$ cat src/rtl/klex_pkg.sv
// ----------------------------------------------------------------------------
// klex_pkg
// Shared types, token codes, character codes and keyword tables for the
// keyword lexer.
// ----------------------------------------------------------------------------
package klex_pkg;

    // Token kinds
    localparam logic [5:0] TK_EOF      = 6'd0;
    localparam logic [5:0] TK_ID       = 6'd1;
    localparam logic [5:0] TK_NUMBER   = 6'd2;
    localparam logic [5:0] TK_STRING   = 6'd3;
    localparam logic [5:0] TK_KEYWORD0 = 6'd4;
    localparam logic [5:0] TK_PAIR_EQ  = 6'd17;
    localparam logic [5:0] TK_PAIR_NE  = 6'd18;
    localparam logic [5:0] TK_PAIR_GE  = 6'd19;
    localparam logic [5:0] TK_PAIR_LE  = 6'd20;
    localparam logic [5:0] TK_SEMI     = 6'd21;
    localparam logic [5:0] TK_ASSIGN   = 6'd22;
    localparam logic [5:0] TK_PLUS     = 6'd23;
    localparam logic [5:0] TK_MINUS    = 6'd24;
    localparam logic [5:0] TK_STAR     = 6'd25;
    localparam logic [5:0] TK_SLASH    = 6'd26;
    localparam logic [5:0] TK_LPAREN   = 6'd27;
    localparam logic [5:0] TK_RPAREN   = 6'd28;
    localparam logic [5:0] TK_LBRACE   = 6'd29;
    localparam logic [5:0] TK_RBRACE   = 6'd30;
    localparam logic [5:0] TK_LESS     = 6'd31;
    localparam logic [5:0] TK_GREATER  = 6'd32;
    localparam logic [5:0] TK_COMMA    = 6'd33;
    localparam logic [5:0] TK_ERROR    = 6'd34;
    localparam logic [5:0] TK_NONE     = 6'd0;

    // Input item kinds
    localparam logic IN_BYTE = 1'b0;
    localparam logic IN_END  = 1'b1;

    // Character codes
    localparam logic [7:0] CH_TAB    = 8'h09;
    localparam logic [7:0] CH_NL     = 8'h0A;
    localparam logic [7:0] CH_CR     = 8'h0D;
    localparam logic [7:0] CH_SPACE  = 8'h20;
    localparam logic [7:0] CH_BANG   = 8'h21;
    localparam logic [7:0] CH_QUOTE  = 8'h22;
    localparam logic [7:0] CH_LPAREN = 8'h28;
    localparam logic [7:0] CH_RPAREN = 8'h29;
    localparam logic [7:0] CH_STAR   = 8'h2A;
    localparam logic [7:0] CH_PLUS   = 8'h2B;
    localparam logic [7:0] CH_COMMA  = 8'h2C;
    localparam logic [7:0] CH_MINUS  = 8'h2D;
    localparam logic [7:0] CH_SLASH  = 8'h2F;
    localparam logic [7:0] CH_SEMI   = 8'h3B;
    localparam logic [7:0] CH_LT     = 8'h3C;
    localparam logic [7:0] CH_EQ     = 8'h3D;
    localparam logic [7:0] CH_GT     = 8'h3E;
    localparam logic [7:0] CH_BSLASH = 8'h5C;
    localparam logic [7:0] CH_UNDER  = 8'h5F;
    localparam logic [7:0] CH_LBRACE = 8'h7B;
    localparam logic [7:0] CH_RBRACE = 8'h7D;

    localparam logic [15:0] SAT16 = 16'hFFFF;

    // Keyword table: text right aligned in 64 bits, plus length
    localparam int NUM_KW = 13;
    localparam logic [63:0] KW_TEXT [NUM_KW] = '{
        64'("var"), 64'("print"), 64'("if"), 64'("while"), 64'("break"),
        64'("continue"), 64'("fn"), 64'("return"), 64'("true"),
        64'("false"), 64'("not"), 64'("and"), 64'("or")
    };
    localparam logic [3:0] KW_LEN [NUM_KW] = '{
        4'd3, 4'd5, 4'd2, 4'd5, 4'd5, 4'd8, 4'd2, 4'd6, 4'd4, 4'd5, 4'd3, 4'd3, 4'd2
    };

    // One result item
    typedef struct packed {
        logic [5:0]  token_kind;
        logic [15:0] start_line;
        logic [15:0] start_column;
        logic [15:0] token_length;
        logic        last;
    } tok_t;

    // Results of one input item on their way to the output queue
    typedef struct packed {
        logic [1:0] count;
        tok_t       tok1;
        tok_t       tok0;
    } push_t;

    function automatic logic [15:0] sat_inc(input logic [15:0] v);
        return (v != SAT16) ? v + 16'd1 : SAT16;
    endfunction

    function automatic logic is_alpha(input logic [7:0] c);
        return (c >= "a" && c <= "z") || (c >= "A" && c <= "Z") || c == CH_UNDER;
    endfunction

    function automatic logic is_digit(input logic [7:0] c);
        return c >= "0" && c <= "9";
    endfunction

    // Character idx of keyword k (idx below the keyword length)
    function automatic logic [7:0] kw_char(input int k, input logic [2:0] idx);
        logic [63:0] w;
        logic [3:0]  sh;
        w  = KW_TEXT[k];
        sh = KW_LEN[k] - 4'd1 - {1'b0, idx};
        w  = w >> {sh[2:0], 3'b000};
        return w[7:0];
    endfunction

    function automatic logic [5:0] single_kind(input logic [7:0] c);
        logic [5:0] r;
        case (c)
            CH_SEMI:   r = TK_SEMI;
            CH_EQ:     r = TK_ASSIGN;
            CH_PLUS:   r = TK_PLUS;
            CH_MINUS:  r = TK_MINUS;
            CH_STAR:   r = TK_STAR;
            CH_SLASH:  r = TK_SLASH;
            CH_LPAREN: r = TK_LPAREN;
            CH_RPAREN: r = TK_RPAREN;
            CH_LBRACE: r = TK_LBRACE;
            CH_RBRACE: r = TK_RBRACE;
            CH_LT:     r = TK_LESS;
            CH_GT:     r = TK_GREATER;
            CH_COMMA:  r = TK_COMMA;
            default:   r = TK_NONE;
        endcase
        return r;
    endfunction

    function automatic logic [5:0] pair_kind(input logic [7:0] h);
        logic [5:0] r;
        case (h)
            CH_EQ:   r = TK_PAIR_EQ;
            CH_BANG: r = TK_PAIR_NE;
            CH_GT:   r = TK_PAIR_GE;
            default: r = TK_PAIR_LE;
        endcase
        return r;
    endfunction

    function automatic tok_t make_tok(input logic [5:0] k, input logic [15:0] ln,
                                      input logic [15:0] col, input logic [15:0] len);
        tok_t t;
        t.token_kind   = k;
        t.start_line   = ln;
        t.start_column = col;
        t.token_length = len;
        t.last         = 1'b0;
        return t;
    endfunction

endpackage

$ cat src/rtl/klex_if.sv
// ----------------------------------------------------------------------------
// klex_if
// Valid/ready channels of the keyword lexer: text input and token output.
// ----------------------------------------------------------------------------
interface klex_in_if;
    logic       valid;
    logic       ready;
    logic       kind;
    logic [7:0] text_byte;

    modport source (output valid, output kind, output text_byte, input ready);
    modport sink   (input valid, input kind, input text_byte, output ready);
endinterface

interface klex_out_if;
    logic        valid;
    logic        ready;
    logic [5:0]  token_kind;
    logic [15:0] start_line;
    logic [15:0] start_column;
    logic [15:0] token_length;
    logic        last;

    modport source (output valid, output token_kind, output start_line,
                    output start_column, output token_length, output last,
                    input ready);
    modport sink   (input valid, input token_kind, input start_line,
                    input start_column, input token_length, input last,
                    output ready);
endinterface

$ cat src/rtl/klex_core.sv
// ----------------------------------------------------------------------------
// klex_core
// Scanner state and per-byte next-state logic; produces up to two tokens
// for every accepted input item.
// ----------------------------------------------------------------------------
module klex_core (
    input  logic               clk,
    input  logic               rst_n,
    input  logic               accept,
    input  logic               kind,
    input  logic [7:0]         text_byte,
    output klex_pkg::push_t    push
);
    import klex_pkg::*;

    typedef enum logic [2:0] {
        MODE_IDLE,
        MODE_IDENT,
        MODE_NUMBER,
        MODE_STRING,
        MODE_HELD,
        MODE_ERROR
    } mode_t;

    mode_t       mode_reg,       mode_next;
    logic [7:0]  held_reg,       held_next;
    logic [12:0] cand_reg,       cand_next;
    logic        after_bs_reg,   after_bs_next;
    logic [15:0] tok_line_reg,   tok_line_next;
    logic [15:0] tok_col_reg,    tok_col_next;
    logic [15:0] count_reg,      count_next;
    logic [15:0] cur_line_reg,   cur_line_next;
    logic [15:0] cur_col_reg,    cur_col_next;

    tok_t        res [2];
    logic [1:0]  n;
    logic        do_start;
    logic [12:0] cand_upd;
    logic [12:0] cand_first;
    logic [5:0]  ident_kind;
    logic        c_alpha;
    logic        c_digit;
    logic [5:0]  c_single;

    // Keyword candidate filtering and final keyword lookup
    always_comb
    begin
        cand_upd   = cand_reg;
        cand_first = '0;
        ident_kind = TK_ID;
        for (int k = 0; k < NUM_KW; k++)
        begin
            if (!(count_reg < 16'(KW_LEN[k]) && kw_char(k, count_reg[2:0]) == text_byte))
            begin
                cand_upd[k] = 1'b0;
            end
            cand_first[k] = (kw_char(k, 3'd0) == text_byte);
            if (cand_reg[k] && count_reg == 16'(KW_LEN[k]))
            begin
                ident_kind = TK_KEYWORD0 + 6'(k);
            end
        end
    end

    assign c_alpha  = is_alpha(text_byte);
    assign c_digit  = is_digit(text_byte);
    assign c_single = single_kind(text_byte);

    // Next state and results of one input item
    always_comb
    begin
        mode_next     = mode_reg;
        held_next     = held_reg;
        cand_next     = cand_reg;
        after_bs_next = after_bs_reg;
        tok_line_next = tok_line_reg;
        tok_col_next  = tok_col_reg;
        count_next    = count_reg;
        cur_line_next = cur_line_reg;
        cur_col_next  = cur_col_reg;
        res[0]        = '0;
        res[1]        = '0;
        n             = 2'd0;
        do_start      = 1'b0;

        if (accept && kind == IN_END)
        begin
            // Flush the token in progress, then eof and back to reset state
            case (mode_reg)
                MODE_IDENT:
                begin
                    res[0] = make_tok(ident_kind, tok_line_reg, tok_col_reg, count_reg);
                    n = 2'd1;
                end
                MODE_NUMBER:
                begin
                    res[0] = make_tok(TK_NUMBER, tok_line_reg, tok_col_reg, count_reg);
                    n = 2'd1;
                end
                MODE_STRING:
                begin
                    res[0] = make_tok(TK_STRING, tok_line_reg, tok_col_reg, count_reg);
                    n = 2'd1;
                end
                MODE_HELD:
                begin
                    res[0] = make_tok((held_reg == CH_BANG) ? TK_ERROR : single_kind(held_reg),
                                      tok_line_reg, tok_col_reg, 16'd1);
                    n = 2'd1;
                end
                default:
                begin
                    n = 2'd0;
                end
            endcase
            res[n[0]] = make_tok(TK_EOF, cur_line_reg, cur_col_reg, 16'd0);
            n = n + 2'd1;
            mode_next     = MODE_IDLE;
            held_next     = '0;
            cand_next     = '1;
            after_bs_next = 1'b0;
            tok_line_next = 16'd1;
            tok_col_next  = 16'd1;
            count_next    = '0;
            cur_line_next = 16'd1;
            cur_col_next  = 16'd1;
        end
        else if (accept)
        begin
            case (mode_reg)
                MODE_IDENT:
                begin
                    if (c_alpha || c_digit)
                    begin
                        cand_next    = cand_upd;
                        count_next   = sat_inc(count_reg);
                        cur_col_next = sat_inc(cur_col_reg);
                    end
                    else
                    begin
                        res[0]   = make_tok(ident_kind, tok_line_reg, tok_col_reg, count_reg);
                        n        = 2'd1;
                        do_start = 1'b1;
                    end
                end
                MODE_NUMBER:
                begin
                    if (c_digit)
                    begin
                        count_next   = sat_inc(count_reg);
                        cur_col_next = sat_inc(cur_col_reg);
                    end
                    else
                    begin
                        res[0]   = make_tok(TK_NUMBER, tok_line_reg, tok_col_reg, count_reg);
                        n        = 2'd1;
                        do_start = 1'b1;
                    end
                end
                MODE_STRING:
                begin
                    cur_col_next = sat_inc(cur_col_reg);
                    if (text_byte == CH_QUOTE && !after_bs_reg)
                    begin
                        res[0]        = make_tok(TK_STRING, tok_line_reg, tok_col_reg, count_reg);
                        n             = 2'd1;
                        mode_next     = MODE_IDLE;
                        after_bs_next = 1'b0;
                    end
                    else
                    begin
                        count_next    = sat_inc(count_reg);
                        after_bs_next = (text_byte == CH_BSLASH);
                    end
                end
                MODE_HELD:
                begin
                    held_next = '0;
                    n         = 2'd1;
                    if (text_byte == CH_EQ)
                    begin
                        res[0]       = make_tok(pair_kind(held_reg), tok_line_reg,
                                                tok_col_reg, 16'd2);
                        mode_next    = MODE_IDLE;
                        cur_col_next = sat_inc(cur_col_reg);
                    end
                    else if (held_reg == CH_BANG)
                    begin
                        // lone '!': error, the following byte is dropped
                        res[0]    = make_tok(TK_ERROR, tok_line_reg, tok_col_reg, 16'd1);
                        mode_next = MODE_ERROR;
                    end
                    else
                    begin
                        res[0]   = make_tok(single_kind(held_reg), tok_line_reg,
                                            tok_col_reg, 16'd1);
                        do_start = 1'b1;
                    end
                end
                MODE_IDLE:
                begin
                    do_start = 1'b1;
                end
                default:
                begin
                    // error mode: byte dropped, counters frozen
                    n = 2'd0;
                end
            endcase

            // Byte arriving between tokens
            if (do_start)
            begin
                mode_next     = MODE_IDLE;
                tok_line_next = cur_line_reg;
                tok_col_next  = cur_col_reg;
                cur_col_next  = sat_inc(cur_col_reg);
                if (text_byte == CH_SPACE || text_byte == CH_TAB)
                begin
                    cur_col_next = sat_inc(cur_col_reg);
                end
                else if (text_byte == CH_CR)
                begin
                    cur_col_next = cur_col_reg;
                end
                else if (text_byte == CH_NL)
                begin
                    cur_line_next = sat_inc(cur_line_reg);
                    cur_col_next  = 16'd1;
                end
                else if (c_alpha)
                begin
                    cand_next  = cand_first;
                    count_next = 16'd1;
                    mode_next  = MODE_IDENT;
                end
                else if (c_digit)
                begin
                    count_next = 16'd1;
                    mode_next  = MODE_NUMBER;
                end
                else if (text_byte == CH_QUOTE)
                begin
                    count_next    = '0;
                    after_bs_next = 1'b0;
                    mode_next     = MODE_STRING;
                end
                else if (text_byte == CH_EQ || text_byte == CH_LT ||
                         text_byte == CH_GT || text_byte == CH_BANG)
                begin
                    held_next = text_byte;
                    mode_next = MODE_HELD;
                end
                else if (c_single != TK_NONE)
                begin
                    res[n[0]] = make_tok(c_single, cur_line_reg, cur_col_reg, 16'd1);
                    n = n + 2'd1;
                end
                else
                begin
                    res[n[0]] = make_tok(TK_ERROR, cur_line_reg, cur_col_reg, 16'd1);
                    n = n + 2'd1;
                    mode_next = MODE_ERROR;
                end
            end
        end

        // Mark the final result of this item
        if (n == 2'd2)
        begin
            res[1].last = 1'b1;
        end
        else if (n == 2'd1)
        begin
            res[0].last = 1'b1;
        end
    end

    assign push.count = n;
    assign push.tok0  = res[0];
    assign push.tok1  = res[1];

    // State registers
    always_ff @(posedge clk or negedge rst_n)
    begin
        if (!rst_n)
        begin
            mode_reg     <= MODE_IDLE;
            held_reg     <= '0;
            cand_reg     <= '1;
            after_bs_reg <= 1'b0;
            tok_line_reg <= 16'd1;
            tok_col_reg  <= 16'd1;
            count_reg    <= '0;
            cur_line_reg <= 16'd1;
            cur_col_reg  <= 16'd1;
        end
        else
        begin
            mode_reg     <= mode_next;
            held_reg     <= held_next;
            cand_reg     <= cand_next;
            after_bs_reg <= after_bs_next;
            tok_line_reg <= tok_line_next;
            tok_col_reg  <= tok_col_next;
            count_reg    <= count_next;
            cur_line_reg <= cur_line_next;
            cur_col_reg  <= cur_col_next;
        end
    end

endmodule

$ cat src/rtl/klex_tok_queue.sv
// ----------------------------------------------------------------------------
// klex_tok_queue
// Four-entry token queue: takes up to two tokens per cycle, presents one
// per cycle on the output channel while tok_out.ready is high.
// ----------------------------------------------------------------------------
module klex_tok_queue (
    input  logic             clk,
    input  logic             rst_n,
    input  klex_pkg::push_t  push,
    output logic             has_room,
    klex_out_if.source       tok_out
);
    import klex_pkg::*;

    tok_t       mem_reg [4];
    logic [1:0] wr_ptr_reg, wr_ptr_next;
    logic [1:0] rd_ptr_reg, rd_ptr_next;
    logic [2:0] fill_reg,   fill_next;
    logic       pop;
    tok_t       head;

    // Room for the worst case of two tokens from the next item
    assign has_room = (fill_reg <= 3'd2);

    assign pop  = tok_out.valid && tok_out.ready;
    assign head = mem_reg[rd_ptr_reg];

    assign tok_out.valid        = (fill_reg != 3'd0);
    assign tok_out.token_kind   = head.token_kind;
    assign tok_out.start_line   = head.start_line;
    assign tok_out.start_column = head.start_column;
    assign tok_out.token_length = head.token_length;
    assign tok_out.last         = head.last;

    // Pointer and fill bookkeeping
    always_comb
    begin
        wr_ptr_next = wr_ptr_reg + push.count;
        rd_ptr_next = rd_ptr_reg + {1'b0, pop};
        fill_next   = fill_reg + {1'b0, push.count} - {2'b00, pop};
    end

    always_ff @(posedge clk or negedge rst_n)
    begin
        if (!rst_n)
        begin
            wr_ptr_reg <= '0;
            rd_ptr_reg <= '0;
            fill_reg   <= '0;
        end
        else
        begin
            wr_ptr_reg <= wr_ptr_next;
            rd_ptr_reg <= rd_ptr_next;
            fill_reg   <= fill_next;
        end
    end

    // Token storage
    always_ff @(posedge clk)
    begin
        if (push.count != 2'd0)
        begin
            mem_reg[wr_ptr_reg] <= push.tok0;
        end
        if (push.count == 2'd2)
        begin
            mem_reg[wr_ptr_reg + 2'd1] <= push.tok1;
        end
    end

endmodule

$ cat src/rtl/keyword_lexer.sv
// ----------------------------------------------------------------------------
// keyword_lexer
// Byte-serial lexer: source text in, tokens with kind and position out.
// ----------------------------------------------------------------------------
// Usage:
//   text_in carries one item per transfer: a text byte (kind 0) or the end
//   of text mark (kind 1). tok_out carries tokens: kind, start line, start
//   column, length, and last on the final token caused by one input item.
//   An input item causes zero, one or two tokens; the end mark always
//   causes eof and restarts the scanner for a new text.
// Output: a token is on tok_out in the cycle after the transfer that caused
//   it, when the queue in front of it is empty.
// Throughput: one input item per cycle while items cause at most one token
//   each and tok_out.ready is high; the token queue drains one token per
//   cycle, so items causing two tokens fill it. The four-entry queue sets
//   the figure: text_in.ready is high while it holds two tokens or fewer.
// Stalls: when the receiver holds tok_out.ready low, tokens wait in the
//   queue and text_in.ready falls once the queue cannot take two more.
// Reset: rst_n clears the scanner to line 1, column 1 and empties the queue.
// ----------------------------------------------------------------------------
module keyword_lexer (
    input  logic       clk,
    input  logic       rst_n,
    klex_in_if.sink    text_in,
    klex_out_if.source tok_out
);
    import klex_pkg::*;

    push_t push;
    logic  has_room;
    logic  accept;

    // Input transfer
    assign text_in.ready = has_room;
    assign accept        = text_in.valid && has_room;

    klex_core u_core (
        .clk       (clk),
        .rst_n     (rst_n),
        .accept    (accept),
        .kind      (text_in.kind),
        .text_byte (text_in.text_byte),
        .push      (push)
    );

    klex_tok_queue u_queue (
        .clk      (clk),
        .rst_n    (rst_n),
        .push     (push),
        .has_room (has_room),
        .tok_out  (tok_out)
    );

endmodule
$ cat src/flat_wrapper.sv
// flat-port wrapper written by rule: the top's interface ports become plain ports
module keyword_lexer_flat import klex_pkg::*;
  (clk, rst_n, text_in_valid, text_in_kind, text_in_text_byte, text_in_ready, tok_out_valid, tok_out_token_kind, tok_out_start_line, tok_out_start_column, tok_out_token_length, tok_out_last, tok_out_ready);
  klex_in_if text_in_i ();
  klex_out_if tok_out_i ();
  input  logic clk;
  input  logic rst_n;
  input wire logic [$bits(text_in_i.valid)-1:0] text_in_valid;
  input wire logic [$bits(text_in_i.kind)-1:0] text_in_kind;
  input wire logic [$bits(text_in_i.text_byte)-1:0] text_in_text_byte;
  output wire logic [$bits(text_in_i.ready)-1:0] text_in_ready;
  output wire logic [$bits(tok_out_i.valid)-1:0] tok_out_valid;
  output wire logic [$bits(tok_out_i.token_kind)-1:0] tok_out_token_kind;
  output wire logic [$bits(tok_out_i.start_line)-1:0] tok_out_start_line;
  output wire logic [$bits(tok_out_i.start_column)-1:0] tok_out_start_column;
  output wire logic [$bits(tok_out_i.token_length)-1:0] tok_out_token_length;
  output wire logic [$bits(tok_out_i.last)-1:0] tok_out_last;
  input wire logic [$bits(tok_out_i.ready)-1:0] tok_out_ready;
  assign text_in_i.valid = text_in_valid;
  assign text_in_i.kind = text_in_kind;
  assign text_in_i.text_byte = text_in_text_byte;
  assign text_in_ready = text_in_i.ready;
  assign tok_out_valid = tok_out_i.valid;
  assign tok_out_token_kind = tok_out_i.token_kind;
  assign tok_out_start_line = tok_out_i.start_line;
  assign tok_out_start_column = tok_out_i.start_column;
  assign tok_out_token_length = tok_out_i.token_length;
  assign tok_out_last = tok_out_i.last;
  assign tok_out_i.ready = tok_out_ready;
  keyword_lexer u_core (.clk(clk), .rst_n(rst_n), .text_in(text_in_i), .tok_out(tok_out_i));
endmodule
$ cat config.mk
export PLATFORM = sky130hd
export DESIGN_NAME = keyword_lexer_flat
export DESIGN_NICKNAME = d
export VERILOG_FILES = /design/src/rtl/klex_pkg.sv /design/src/rtl/klex_if.sv /design/src/rtl/klex_core.sv /design/src/rtl/klex_tok_queue.sv /design/src/rtl/keyword_lexer.sv /design/src/flat_wrapper.sv
export SDC_FILE = /design/constraint.sdc
export NUM_CORES = 1
export LEC_CHECK = 0
export BUFFER_PORTS_ARGS = -buffer_cell sky130_fd_sc_hd__clkbuf_2
export CORE_MARGIN = 2
export CORE_UTILIZATION = 40
export CTS_CLUSTER_DIAMETER = 60
export DETAILED_ROUTE_END_ITERATION = 7
export PLACE_DENSITY = 0.58
export SLEW_MARGIN = 10
export SYNTH_ARGS = -nofsm -noshare
export SYNTH_HDL_FRONTEND = slang
export SYNTH_SLANG_ARGS = --single-unit
$ cat constraint.sdc
create_clock -name clk -period 18.9 [get_ports clk]
set_clock_uncertainty 0.1 [all_clocks]
set_input_delay 1.89 -clock clk [delete_from_list [all_inputs] [get_ports clk]]
set_output_delay 1.89 -clock clk [all_outputs]
set_load 0.01 [all_outputs]
# Word level (Yosys, flattened, before mapping)
# Memories as Yosys holds them, arrays and structs flattened.
# Cells that the tools add are included.
# word_totals
romBits	0
latch_bits	0
in_bits	13
reg_bits	112
ramBits	220
memories	1
output_inout_bits	57
# memory_table
memory	depth	word_bits	rd	rd_clocked_by_memory_dff	wr	line	source
u_core.u_queue.mem_reg	4	55	1	0	2	klex_tok_queue.sv:15	tok_t mem_reg [4];
# op_classes
bitwise_logic	2
mul	0
mux	174
n_lt_le_gt_ge	17
addsub	16
div	0
shifts	13
eq_ne	83
n_reduce_logical	57
# op_table
cell	count
$mux W110	11
$mux W16	36
$mux W55	8
$pmux W55 S4	2
$bwmux W110	3
$eq A8 B6 Y1 const B	26
$pmux W6 S13	2
$shr A39 B6 Y8 const A	4
$mux W13	9
$demux W55 S1	2
$eq A8 B8 Y1	13
$mux W51	2
$eq A7 B8 Y1 const A	12
$mux W8	11
$mux W6	12
$shr A23 B6 Y8 const A	3
$pmux W16 S4	1
$shr A63 B6 Y8 const A	1
$add A16 B1 Y16 const B	3
$eq A16 B3 Y1 const B	3
$eq A8 B7 Y1 const B	6
$lt A16 B3 Y1 const B	3
$mux W3	16
$ne A16 B16 Y1 const B	3
51 further kinds	170

# Logic depth before layout (Yosys ltp)
# Gate-level depths: netlist of run 1.
# logic_depth
depth_word	33
ltp_mapped	21

# Cells and area by module
# Synthesis of run 1 repeated with hierarchy kept, for this count alone.
# hier_totals
cells_unflattened	1719
hier_area_um2	20488.4
# by_module_without_submodules
module	area_each_um2	cells_per_inst	instances
klex_tok_queue	11481.0	573	1
klex_core	9001.1	1145	1
keyword_lexer	6.3	1	1

# Worst setup path before layout of run 1
# OpenSTA, ideal clock, no wires.
# synth_path
kind	input to register
startpoint	in text_in_text_byte[0]
endpoint	mem u_core.u_queue.mem_reg[1][0] (netlist bit) (enable)
path_stages	12
t_arrival_ns	8.628
setup_time_ns	0.550
path_buffers	2
t_required_ns	18.250
path_slack_ns	9.622
path_cell_list	buf_2 or4b_2 nor4_4 a311oi_1 nand2_1 ha_1 o2111a_1 o211ai_4 a221o_1 clkbuf_2 and2_1 a211oi_1
# synth_rtl
item	line	source
from (decl)	flat_wrapper.sv:10	input wire logic [$bits(text_in_i.text_byte)-1:0] text_in_text_byte;
to (decl)	klex_tok_queue.sv:15	

==> metrics.cfg, run 1 <==
[status]
outcome=completed

[cells_and_area]
layout_common_cells=edfxtp_1, o211ai_1, nand4_1
seq_area_mm2=0.00944
antenna_cells=0
multi_input_area_mm2=0.0108
drive_gt1_share_pct=16.1
largest_register_ff_count=220
final_common_cell=edfxtp_1
fillers=4859
area_delta_synth_final_pct=9.61
fin_area_mm2=0.0232
final_nets=1999

[clocking]
cts_resized=0
cts_buffers=40
cts_root_buffer=clkbuf_16
cts_setup_buffers=0
clk_pin_slew_ns=0.06
cts_max_level=2
clkSinkCount=332
hold_buffers=0
cts_tree=built
clockBufferDepth=3
insertion_delay_ns=0.56

[timing]
final.min_clock_period_ns=6.87
worst_slack_ns=12.03
tightest_slew_ns=1.26
hold_viol_final=0
final.setup.tns_ns=0
slew_violations=0
slew_headroom_pct=15.9
setup_viol=0
post-route-period-util_pct=36.3
max_freq_ghz=0.146
fin_hold_ws_ns=0.383
grt_setup_unrepaired=false

[pwr]
internal_power_w=0.00180
peakVddDrop_mv=0.0831
power_frac_comb_pct=40.2
p_per_area_mw_per_mm2=133
p_leak_nw=7.81
p_clk_share_pct=25.0
swShare_pct=41.6
p_seq_share_pct=34.8
p_sw_w=0.00128

[run]
cap_violations=0

[routing]
ant_nets=0
first_pass_iters=6
finalWirelength_um=71700
via_count=18400
routed_via_density=6.88
drc_errors=0
wl_per_cell_um=26.8
first_iter_violations=2231

[global_routing]
grt-ovfl-total=0
grt_max_degree=105
antenna_found_initial=1
grt_use_total_pct=26.1
grt_pass1_wl_um=110000
first_global_vias=17800

[placed_design]
gp_congestion=0.944
dp_hpwl_um=42700
post-place-ws_ns=11.61
port_buffers=69
place_area_mm2=0.0219

[setup_path]
crit_buf_inv=2
cp.depth=12
critPathCaptureType=flop
criticalPathCategory=input pin to flop
cp-start-kind=input pin
setup.worst_path.end=u_core.u_queue.mem_reg[0][19]$_DFFE_PP_
cpLargestDelayFamily=simple AND/OR/NAND/NOR gates
worstPathRequired_ns=19.09
slowest_stage=nor3_2
reg2regPathDepth=12
r2r_setup_slack_ns=13.76
crit_chain=clkbuf_2 > or4b_2 > nor4_4 > a311oi_1 > nand2_1 > ha_1 > o2111a_1 > o211ai_4 > a221o_4 > nor3_2 > buf_4 > o211ai_1
r2r-start=u_core.u_core.mode_reg[0]$_DFFE_PN0P_
startpoint=text_in_text_byte[0]
r2r-end=u_core.u_queue.mem_reg[0][19]$_DFFE_PP_
crit_arrival_ns=7.06
max_stage_delay_ns=1.00
worst-path-max-fanout=45

[logic_synthesis]
syn_inst=2046
async_flop_share_pct=33.7
yosys.area.top_type=edfxtp_1
ys_warn_count=0
synth-edff-count=220
post_synth.cell_area_avg_um2=10.4
yosysSeqAreaShare_pct=44.5
yosys-top-cells-area=edfxtp_1, dfrtp_1, mux4_2
synth_flop_cell=edfxtp_1
synth_nets=2085
yosys_register_bits=332
synth_cell_types=93
syn_area_mm2=0.0212
synth_top_area_share_pct=31.2

[min_path]
min_path_type=flop to flop
hold_depth=2

[floorplanning]
coreArea_mm2=0.0524
die_h_um=234
fp.dieW_um=234
rows=84
start_util_pct=40.4
ioPinCount=70
die_area_mm2=0.0548

## worst min-delay path, cell delays in order, from the launching register on
cell and delay, ns:
dfrtp_1 0.34, nand2_1 0.05, o21ai_0 0.06
## logic make-up after synthesis
group                    after synthesis  share of synthesized area, %
XOR/XNOR                              48                          1.98
AO/OA/AOI/OAI                        688                          23.4
multiplexers                          93                          7.74
flip-flops                           332                          44.5
AND/OR/NAND/NOR                      579                          15.4
adder cells (fa/ha/maj)               26                          1.57
buffers and inverters                280                          5.48
## metal layers
layer  vias up  track usage [%]  wire length [µm]  share of wire [%]
met5         -                0                11              0.015
met4         2             9.02              2100                2.9
met3       156             5.23              5990                8.4
met2       967             39.5             32500                 45
met1      9281             37.1             31200                 43
li1       8034                -                 -                  -
## cell usage after synthesis, drive strengths merged, types with 30 or more instances
cell / instances
a22o: 38
a21oi: 106
o21ai: 119
nor3: 49
buf: 89
mux2i: 31
nand2: 91
dfrtp: 95
nand3: 43
and2: 54
nor2: 79
o211ai: 144
clkbuf: 155
inv: 34
o311ai: 128
nand4: 135
xnor2: 30
edfxtp: 220
mux4: 56
## per-stage QoR
step / util, % / power (W) / cells
final: 44.3 / 0.00309 / 2680
after global routing: 44.3 / 0.00322 / 2680
after CTS: 44.2 / 0.00308 / 2679
after detailed placement: 41.7 / 0.00231 / 2605
after global placement: 41.7 / 0.00230 / 2605
after floorplan: - / 0.00185 / 2046
## worst min path at each step
| stage | start | to | slack, ns |
|---|---|---|---|
| global route | u_core.u_core.tok_col_reg[1]$_DFFE_PN0P_ | u_core.u_core.tok_col_reg[1]$_DFFE_PN0P_ | 0.40 |
| detailed placement | u_core.u_core.tok_line_reg[4]$_DFFE_PN0P_ | u_core.u_core.tok_line_reg[4]$_DFFE_PN0P_ | 0.37 |
| global placement | u_core.u_core.tok_col_reg[15]$_DFFE_PN0P_ | u_core.u_core.tok_col_reg[15]$_DFFE_PN0P_ | 0.36 |
| floorplan | u_core.u_core.tok_col_reg[15]$_DFFE_PN0P_ | u_core.u_core.tok_col_reg[15]$_DFFE_PN0P_ | 0.34 |
| finish | u_core.u_core.tok_line_reg[4]$_DFFE_PN0P_ | u_core.u_core.tok_line_reg[4]$_DFFE_PN0P_ | 0.38 |
| CTS | u_core.u_core.tok_line_reg[4]$_DFFE_PN0P_ | u_core.u_core.tok_line_reg[4]$_DFFE_PN0P_ | 0.39 |
## power groups by stage
stage	registers, W	logic, W	clock network [W]
floorplan	0.00104	0.000814	0
global placement	0.00108	0.00122	0
detailed placement	0.00109	0.00123	0
CTS	0.00107	0.00123	0.000781
global route	0.00109	0.00132	0.000807
finish	0.00107	0.00124	0.000770
## final cells by class
type | count | area share (%)
tap | 688 | 3.71
inverter | 36 | 0.582
clock buffer | 50 | 4.79
multi-input combinational | 1434 | 46.4
sequential | 332 | 40.6
clock inverter | 24 | 0.868
timing repair buffer | 116 | 3.05
Power figures use the tool's default switching activity.
==> run 2: changes to the inputs <==
==> constraint.sdc (replaced) <==
create_clock -name clk -period 7 [get_ports clk]
set_clock_uncertainty 0.1 [all_clocks]
set_input_delay 0.7 -clock clk [delete_from_list [all_inputs] [get_ports clk]]
set_output_delay 0.7 -clock clk [all_outputs]
set_load 0.01 [all_outputs]
==> metrics.cfg, run 2 (synthesized netlist as in run 1, its figures left out) <==
[status]
outcome=completed

[floorplanning]
start_util_pct=40.4
die_area_mm2=0.0548
coreArea_mm2=0.0524
ioPinCount=70
die_h_um=234
fp.dieW_um=234
rows=84

[clocking]
cts_root_buffer=clkbuf_16
cts_max_level=2
clkSinkCount=332
cts_buffers=39
insertion_delay_ns=0.55
clk_pin_slew_ns=0.06
cts_setup_buffers=0
hold_buffers=0
clockBufferDepth=3
cts_resized=0
cts_tree=built

[timing]
post-route-period-util_pct=72.5
final.min_clock_period_ns=5.07
max_freq_ghz=0.197
setup_viol=0
slew_violations=0
fin_hold_ws_ns=0.192
slew_headroom_pct=28.5
worst_slack_ns=1.93
hold_viol_final=0
tightest_slew_ns=1.07
grt_setup_unrepaired=false

[cells_and_area]
instances_no_fill=2683
multi_input_area_mm2=0.0108
drive_gt1_share_pct=16.2
fillers=4909
area_delta_synth_final_pct=9.57
layout_common_cells=edfxtp_1, o211ai_1, nand4_1
fin_area_mm2=0.0232
final_nets=2007
final_common_cell=edfxtp_1
largest_register_ff_count=220
antenna_cells=0
seq_area_mm2=0.00944

[global_routing]
grt-ovfl-total=0
met3_usage_pct=4.33
grt_use_total_pct=25.6
gr-usage-met1_pct=36.7
grt_max_degree=129
antenna_found_initial=0
grt_use_met2_pct=39.8
busiest_layer=met2
first_global_vias=17700
grt_pass1_wl_um=109000

[placed_design]
dp_hpwl_um=43500
place_area_mm2=0.0220
gp_congestion=0.963
port_buffers=69
post-place-ws_ns=1.44
place_inst=2614

[setup_path]
crit_arrival_ns=5.16
critPathCaptureType=flop
criticalPathCategory=input pin to flop
cp-start-kind=input pin
r2r_setup_slack_ns=2.34
worstPathRequired_ns=7.09
worst-path-max-fanout=66

[routing]
ant_nets=0
finalWirelength_um=70200
routed_via_density=6.86
drc_errors=0
via_count=18400
first_iter_violations=2771
first_pass_iters=6
wl_per_cell_um=26.2

[pwr]
peakVddDrop_mv=0.279
p_leak_nw=7.82
p_per_area_mw_per_mm2=354

[min_path]
min_path_type=input pin to asynchronous set/reset pin

[run]
cap_violations=0

## run 2: changes by cell type in the layout (fill, tap and decap cells not counted), moves of 2 or more
cell,change
clkinvlp_4,-3
buf_4,+8
clkbuf_1,+6
clkinv_2,+2
clkinv_1,-6
inv_8,-2
clkbuf_16,-3
buf_12,+2
## run 2: where the power goes
part           switching, W  internal, W
logic               0.00226      0.00104
clock network      0.000831      0.00117
registers          0.000287      0.00263
total               0.00338      0.00484
## run 2: stage by stage
stage	total power [W]	setup TNS, ns	utilization [%]
6_report	0.00822	0	44.3
5_1_grt	0.00860	0	44.3
4_1_cts	0.00823	0	44.2
3_5_place_dp	0.00622	0	41.9
3_3_place_gp	0.00619	0	41.9
2_1_floorplan	0.00500	-119.69	-
## run 2: final cells by class
| class | instances | share of cell area, % |
|---|---|---|
| Timing Repair Buffer | 125 | 3.42 |
| Clock buffer | 53 | 4.56 |
| Multi-Input combinational cell | 1434 | 46.4 |
| Tap cell | 688 | 3.71 |
| Sequential cell | 332 | 40.7 |
| Inverter | 36 | 0.588 |
| Clock inverter | 15 | 0.695 |
## run 2: worst max-delay path, stage by stage
cell,delay (ns)
clkbuf_2,0.42
or4b_2,0.84
nor4_4,0.48
a311oi_1,0.17
nand2_1,0.13
ha_1,0.15
o2111a_1,0.25
o211ai_4,0.18
a221o_4,0.74
and2_1,0.35
a211oi_4,0.23
buf_4,0.46
## run 2: path summary, 6_finish.rpt
path,startpoint,end,cells after the start
max,text_in_text_byte[4],u_core.u_queue.mem_reg[3][8]$_SDFFCE_PP0P_,12
min,rst_n,u_core.u_core.count_reg[1]$_DFFE_PN0N_,1
max reg2reg,u_core.u_core.mode_reg[0]$_DFFE_PN0P_,u_core.u_queue.mem_reg[3][8]$_SDFFCE_PP0P_,12
min reg2reg,u_core.u_core.tok_col_reg[1]$_DFFE_PN0P_,u_core.u_core.tok_col_reg[1]$_DFFE_PN0P_,1
max in group asynchronous,rst_n,u_core.u_queue.rd_ptr_reg[0]$_DFF_PN0_,2
min in group clk,u_core.u_core.tok_col_reg[1]$_DFFE_PN0P_,u_core.u_core.tok_col_reg[1]$_DFFE_PN0P_,1
## run 2: routing by layer
layer / part of all wire [%] / up-vias
met4: 2.5 / 0
met5: 0 / -
met3: 8.7 / 157
li1: - / 8049
met2: 45 / 1034
met1: 43 / 9163
